<file path="config.mk">
export PLATFORM = sky130hd
export DESIGN_NAME = gmps_ram
export DESIGN_NICKNAME = d
export VERILOG_FILES = /design/src/rtl/core/gmps_ram.sv
export SDC_FILE = /design/constraint.sdc
export NUM_CORES = 1
export LEC_CHECK = 0
export BUFFER_PORTS_ARGS = -buffer_cell sky130_fd_sc_hd__buf_2
export CAP_MARGIN = 20
export CELL_PAD_IN_SITES_DETAIL_PLACEMENT = 1
export CELL_PAD_IN_SITES_GLOBAL_PLACEMENT = 2
export CORE_UTILIZATION = 33
export CTS_CLUSTER_DIAMETER = 100
export DETAILED_ROUTE_END_ITERATION = 6
export PLACE_DENSITY = 0.54
export SLEW_MARGIN = 20
export SYNTH_ARGS = -nofsm -noshare
export SYNTH_HDL_FRONTEND = slang
export SYNTH_SLANG_ARGS = --single-unit
export TNS_END_PERCENT = 10
</file>
<file path="constraint.sdc">
create_clock -name clk -period 2.93 [get_ports clk]
set_input_delay 0.1465 -clock clk [delete_from_list [all_inputs] [get_ports clk]]
set_output_delay 0.1465 -clock clk [all_outputs]
set_load 0.05 [all_outputs]
</file>
<file path="src/rtl/core/gmps_ram.sv">
// generic single-port-write, single-port-read ram with registered read data
`timescale 1ns / 1ps
`default_nettype none

module gmps_ram #(
	parameter int WIDTH = 8,
	parameter int DEPTH = 16,
	localparam int AW = (DEPTH > 1) ? $clog2(DEPTH) : 1
) (
	input  wire logic             clk,
	input  wire logic             we,
	input  wire logic [AW-1:0]    waddr,
	input  wire logic [WIDTH-1:0] wdata,
	input  wire logic             re,
	input  wire logic [AW-1:0]    raddr,
	output logic      [WIDTH-1:0] rdata
);

	logic [WIDTH-1:0] mem [DEPTH];

	always_ff @(posedge clk) begin
		if (we) begin
			mem[waddr] <= wdata;
		end
		if (re) begin
			rdata <= mem[raddr];
		end
	end

endmodule

`default_nettype wire

</file>
* Word level (Yosys, flattened, before mapping)
Memory sizes are Yosys's and may differ from the RTL's. A register that Yosys moved wholly into a read port is not among the register bits. Index checks and enable logic that the tools add are counted.
Word-level totals: bits in registers 0, memory bits (writable) 128, input bits 19, word-level logic and storage cells 3, memories 1
Cells by class: muxes and demuxes 2
Memories:
- mem | depth 16, width 8, read ports 1, clocked after Yosys merged registers in 1, write ports 1, line 19 | logic [WIDTH-1:0] mem [DEPTH];
Operator list (number):
- $mux 1 | 2

* Longest topological paths before layout
Gate-level depths: netlist of the first run.
word-level depth 2, mapped depth 5, mapped depth without buffers 3

* Worst setup path after synthesis of the first run
No wires, ideal clock.
path kind input to register, start point input port waddr[2], end point memory mem[0][0] (enable), library setup time 0.383 ns, arrival time 1.256 ns, slack 1.291 ns, cell stages on the path 2, path buffers 0, cell sequence or3b_2 > nor3_1
RTL lines:
- from (decl) | line 12 | input wire logic [AW-1:0] waddr,
- to (decl) | line 19
No word-level cell before the write port.

==> results of run 1 <==
[area by class of cell]
class | count | area, um2 | area share [%]
flip-flops and latches | 136 | 4084 | 66.31
repair buffers | 45 | 272.8 | 4.429
well taps | 211 | 264.0 | 4.287
multi-input cells | 83 | 1057 | 17.17
clock buffers | 24 | 451.7 | 7.334
clock inverters | 6 | 28.78 | 0.4673
[stage by stage]
step	hold slack (ns)	instance area [um2]	utilization (%)	setup slack (ns)
finish	0.09149	6158	40.21	1.376
CTS	0.07885	6158	40.21	1.364
global placement	0.5274	5678	37.08	0.9326
floorplan	0.2454	5228	-	1.291
detailed placement	0.5258	5678	37.08	0.9130
global route	0.08663	6158	40.21	1.251
[cells by family after synthesis]
family | count (synthesis) | share of synthesized area, %
muxes | 32 | 14.79
AOI/OAI and AO/OA | 16 | 2.298
buffers and inverters | 10 | 1.651
DFF | 136 | 78.12
and+or+nand+nor | 35 | 3.136
[sequential cells by signal (all words and copies together), names as in the netlist]
name   count
mem      128
rdata      8
[layer usage]
metal	up-vias	share of wire (%)	track usage [%]	routed length (um)
met5	-	0	0	0
li1	1087	-	-	-
met4	0	2.1	8.097	240
met1	1297	47	19.96	5273
met3	15	3.3	3.631	371
met2	51	48	24.01	5331
[how the worst max path moves through the flow]
stage | from | endpoint | slack [ns] | depth (start not counted)
floorplan | waddr[2] | mem[0][0] | 1.29 | 2
global placement | raddr[0] | rdata[2] | 0.93 | 5
detailed placement | raddr[0] | rdata[2] | 0.91 | 5
CTS | raddr[0] | rdata[2] | 1.36 | 5
global route | raddr[0] | rdata[2] | 1.25 | 5
finish | raddr[0] | rdata[2] | 1.38 | 5
[worst reg2reg max path, cell delays in order, from the launching register on]
cell	delay, ns
edfxtp_1	0.37
mux4_1	0.50
a22oi_1	0.33
nand2_1	0.09
[power by group through the flow]
stage	Combinational (uW)	Sequential, uW	Clock, uW
after floorplan	111	2270	0
after global routing	251	2210	1900
after detailed placement	237	2240	0
final	231	2200	1780
after CTS	238	2210	1820
after global placement	233	2240	0
[cell usage in the layout, fill, tap and decap left out, drive strengths merged]
master | Yosys | routed
mux4 | 32 | 32
nor3 | 4 | 4
nor2b | 1 | 1
clkinv | 0 | 5
buf | 7 | 45
nand3 | 1 | 1
edfxtp | 136 | 136
and2 | 1 | 1
clkbuf | 0 | 24
clkinvlp | 0 | 1
a22oi | 16 | 16
nand3b | 2 | 2
and2b | 1 | 1
or3b | 1 | 1
nor2 | 13 | 13
nand2 | 9 | 9
nand2b | 2 | 2
==> impl_results.md, run 1 <==
- Outcome: finished, final reports clean
- Setup crit end kind: register
- Mapped Nets: 248
- CP Cell Sequence: buf_2 > buf_4 > mux4_1 > a22oi_1 > nand2_1
- Finished Layout Cells: 505
- Final Max Slew Viols: 0
- Initial core utilization: 34.13%
- Hold depth: 1
- Worst hold path type: input port to register
- Share of cells above drive strength 1: 28.57%
- Top post-synthesis cells by area: edfxtp_1, mux4_2, mux4_1
- CP max FO: 18
- Synth Register Bits: 136
- Kind of critical path: input port to register
- Die extent in x: 127.9 um
- GR Overflow Total: 0
- Routed Antenna Nets: 0
- Post-Syn Area per Cell: 22.83 um2
- Worst path max stage delay: 0.60 ns
- Sequential element share of the synthesized area: 78.12%
- DR vias: 2,450
- Power density over the cells: 684.8 mW/mm2
- Port Buffers: 26
- Distinct cell type count after synthesis: 18
- Design Power: 4217 uW
- RSZ-0062 raised after global routing: no
- Gr usage total: 15.35%
- Maxcap violations: 0
- Post-synth top cells: edfxtp_1, mux4_2, a22oi_1, mux4_1, nor2_1
- DRT Pass-1 Iters: 4
- Initial antenna violation count: 0
- HP Start: re
- Slew headroom: 35.59%
- Longest Clk Path Bufs: 2
- Setup Skew: 0.004277 ns
- Post-synth EDFFs: 136
- P&R area growth vs syn: 17.81%
- Slew @ Worst Pin: 0.9626 ns
- Antenna Cells: 0
- Reg2reg path depth: 3
- Ys async rst share: 0%
- Reg2Reg Setup Slack: 1.39 ns
- Fill count: 1,508
- Arrival time worst endpoint: 1.72 ns
- Most frequent cell after synthesis: edfxtp_1
- Fmax: 643.5 MHz
- H-tree levels: 4
- Final setup vio count: 0
- Endpoint with the worst hold slack: rdata[3]
- Cell count after synthesis: 229
- Hpwl dp: 7.355 mm
- Routed length per instance: 22.21 um
- Post-CTS Hold Buffers: 0
- CP max-delay cell: mux4_1
- Family with the most delay on the worst path: buffers and inverters
- # rows: 45
- Worst IR Drop VDD: 0.3438 mV
- Crit path buf inv count: 2
- RR Startpoint: mem[2][1]
- First-pass GRT wire length: 17.07 mm
- Clock sinks: 136
- Worst R2R End: rdata[1]
- Die area: 0.01635 mm2
- # resized after CTS: 0
- Final worst-path cycle share: 53.04%
- CTS tree: done
- Avg Vias per Cell: 4.851
- Drt initial violations: 152
- TNS Setup: 0 ns
- Area leader, netlist: edfxtp_1
- Io pins: 27
- Setup Buffers After CTS: 0
- Final min period: 1.554 ns
- Inserted Clock Buffers: 17
- Mapped Area: 0.005228 mm2
- Sequential power share: 52.3%
- DRC Markers: 0
- CTS clk-pin slew, worst paths: 0.05 ns
- Vias in the first global route: 2,642
- Total wire length: 11.22 mm
- Dpl cells: 475
- CTS Root Cell: clkbuf_16
- Critical path startpoint category: input port
- Clk_lat worst skew: 0.42 ns
- Net count, final: 302
- Sw Ratio: 20.99%
- Yosys top cell area share: 78.12%
- Die height: 127.9 um
- Clock share of power: 42.3%
- Final hold vios: 0
- Ys flop type: edfxtp_1
- Combinational power share: 5.5%
- Core area: 0.01531 mm2
- Critical path required time: 3.09 ns
- Largest net degree at the start of global routing: 25
- NetSw: 885.4 uW
- GP Congestion: 0.6957
- Pleak: 0.002040 uW
- Internal power: 3332 uW
- Yosys Warn Count: 0
(Power assumes the default switching activity.)
==> run 2, diff against run 1 <==
PLACE_DENSITY = 0.56   (was 0.54)
clock period = 1.3 ns   (was 2.93 ns; I/O delays follow)
==> run 2 against run 1 <==
The run now ends with negative setup slack left. Sequential cell count unchanged. Sequential power increased by 130%. Die area unchanged. Critical path depth decreased by 1. Power increased by 130%. Wire length increased by 1.4%. Combinational power increased to 2.6 times the previous value. Register-to-register slack got worse by 1.6 ns. Non-clock buffer count increased by 13.
==> impl_results.md, run 2 (same netlist as run 1, synthesis figures left out) <==
- Outcome: complete, but fails checks
- Violated checks: negative setup slack
- Kind of critical path: register to register
- GRT Max-Usage Layer: met2
- Antenna Cells: 0
- Post-CTS Hold Buffers: 0
- Routed length per instance: 22.00 um
- GR Overflow Total: 0
- M3 GR Usage: 4.424%
- Slew @ Worst Pin: 0.8838 ns
- NetSw: 1997 uW
- DR vias: 2,515
- Initial core utilization: 34.13%
- Hpwl dp: 7.466 mm
- Fill count: 1,494
- Drt initial violations: 282
- Multi-input gate area: 0.001067 mm2
- Routed Antenna Nets: 0
- Fmax: 675.1 MHz
- Total wire length: 11.37 mm
- Die extent in x: 127.9 um
- Setup crit end kind: register
- Pleak: 0.002081 uW
- Finished Layout Cells: 517
- Net count, final: 315
- Largest net degree at the start of global routing: 19
- Port Buffers: 26
- Dpl cells: 488
- CTS clk-pin slew, worst paths: 0.05 ns
- Die height: 127.9 um
- CP startpoint: mem[2][2]
- Critical path required time: 1.47 ns
- Inserted Clock Buffers: 17
- Register area: 0.004084 mm2
- Sw Ratio: 20.94%
- Worst hold path type: input port to register
- Setup ws final: -0.1812 ns
- Avg Vias per Cell: 4.865
- Setup Skew: 0.003942 ns
- Final hold vios: 0
- Initial antenna violation count: 0
- Power density over the cells: 1511 mW/mm2
- Most frequent cells in the layout: edfxtp_1, mux4_2, buf_4
- HP Start: re
- Worst IR Drop VDD: 0.8761 mV
- Vias in the first global route: 2,783
- Largest Register: mem
- Pre-CTS WS: -0.3890 ns
- Routing usage on met1: 19.33%
- Slew headroom: 40.96%
- Most common cell after layout, fill and taps aside: edfxtp_1
- # rows: 45
- Final worst-path cycle share: 113.9%
- Largest regs: mem (128), rdata (8)
- Io pins: 27
- Core area: 0.01531 mm2
- Clock sinks: 136
- Gr usage total: 15.56%
- First-pass GRT wire length: 17.35 mm
- Arrival time worst endpoint: 1.65 ns
- CTS Root Cell: clkbuf_16
- CP max FO: 1
- Final core occ: 41.21%
- Design Power: 9536 uW
- RR Startpoint: mem[2][2]
- Final setup vio count: 8
- DRC Markers: 0
- Internal power: 7539 uW
- H-tree levels: 4
- Final min period: 1.481 ns
- Longest Clk Path Bufs: 2
- Combinational power share: 6.4%
- RSZ-0062 raised after global routing: yes
- Critical path startpoint category: register
- Final hold slack: 0.01813 ns
- Clk_lat worst skew: 0.42 ns
- GP Congestion: 0.6596
- Sequential power share: 52.1%
- CTS tree: done
- DRT Pass-1 Iters: 4
- Grt met2 use: 25.29%
- Largest register FFs: 128
- Clock share of power: 41.5%
- Final Max Slew Viols: 0
- P&R area growth vs syn: 20.73%
- Maxcap violations: 0
- Die area: 0.01635 mm2
- Share of cells above drive strength 1: 39.87%
- Setup Buffers After CTS: 0
[run 2: cell types whose count changed in the layout (fill, tap and decap cells not counted), sizes merged]
cell | before | now
clkinv | 5 | 8
clkinvlp | 1 | 0
buf | 45 | 58
clkbuf | 24 | 21
[run 2: final cells by class]
| class | instances | share of cell area [%] |
|---|---|---|
| Sequential cell | 136 | 64.71 |
| Multi-Input combinational cell | 83 | 16.91 |
| Clock buffer | 21 | 6.979 |
| Timing Repair Buffer | 58 | 6.661 |
| Tap cell | 211 | 4.183 |
| Clock inverter | 8 | 0.5551 |
[run 2: per-stage QoR]
step | instance area, um2 | TNS, ns
floorplan | 5218 | -0.9525
global placement | 5804 | -4.131
detailed placement | 5804 | -4.790
CTS | 6305 | -1.102
finish | 6311 | -0.9322
global route | 6311 | -1.332
[run 2: path summary, 6_finish.rpt]
| check | endpoint | slack [ns] | cells past startpoint |
|---|---|---|---|
| max reg2reg | rdata[2] | -0.18 | 4 |
| min reg2reg | rdata[0] | 0.76 | 3 |
| max | rdata[2] | -0.18 | 4 |
| min | rdata[2] | 0.02 | 1 |
[run 2: what timing repair did]
action,CTS,global route
gates resized for setup,13,3
pin swaps,7,2
endpoints found under the setup margin,8,8
[run 2: layer usage]
metal  vias up  routed length, um
li1       1098                  -
met1      1342               5165
met2        55               5617
met3        20                373
met4         0                216
met5         -                  0
[run 2: power groups by stage]
stage / Sequential, uW / Clock (uW) / Combinational (uW)
2_1_floorplan: 5130 / 0 / 259
3_3_place_gp: 5050 / 0 / 588
3_5_place_dp: 5060 / 0 / 601
4_1_cts: 4970 / 4050 / 622
5_1_grt: 4980 / 4190 / 657
6_report: 4970 / 3960 / 609
[run 2: critical path: stages (launching register included)]
cell      delay (ns)
edfxtp_1        0.36
mux4_2          0.49
a22oi_2         0.18
buf_4           0.15
nand2_1         0.05
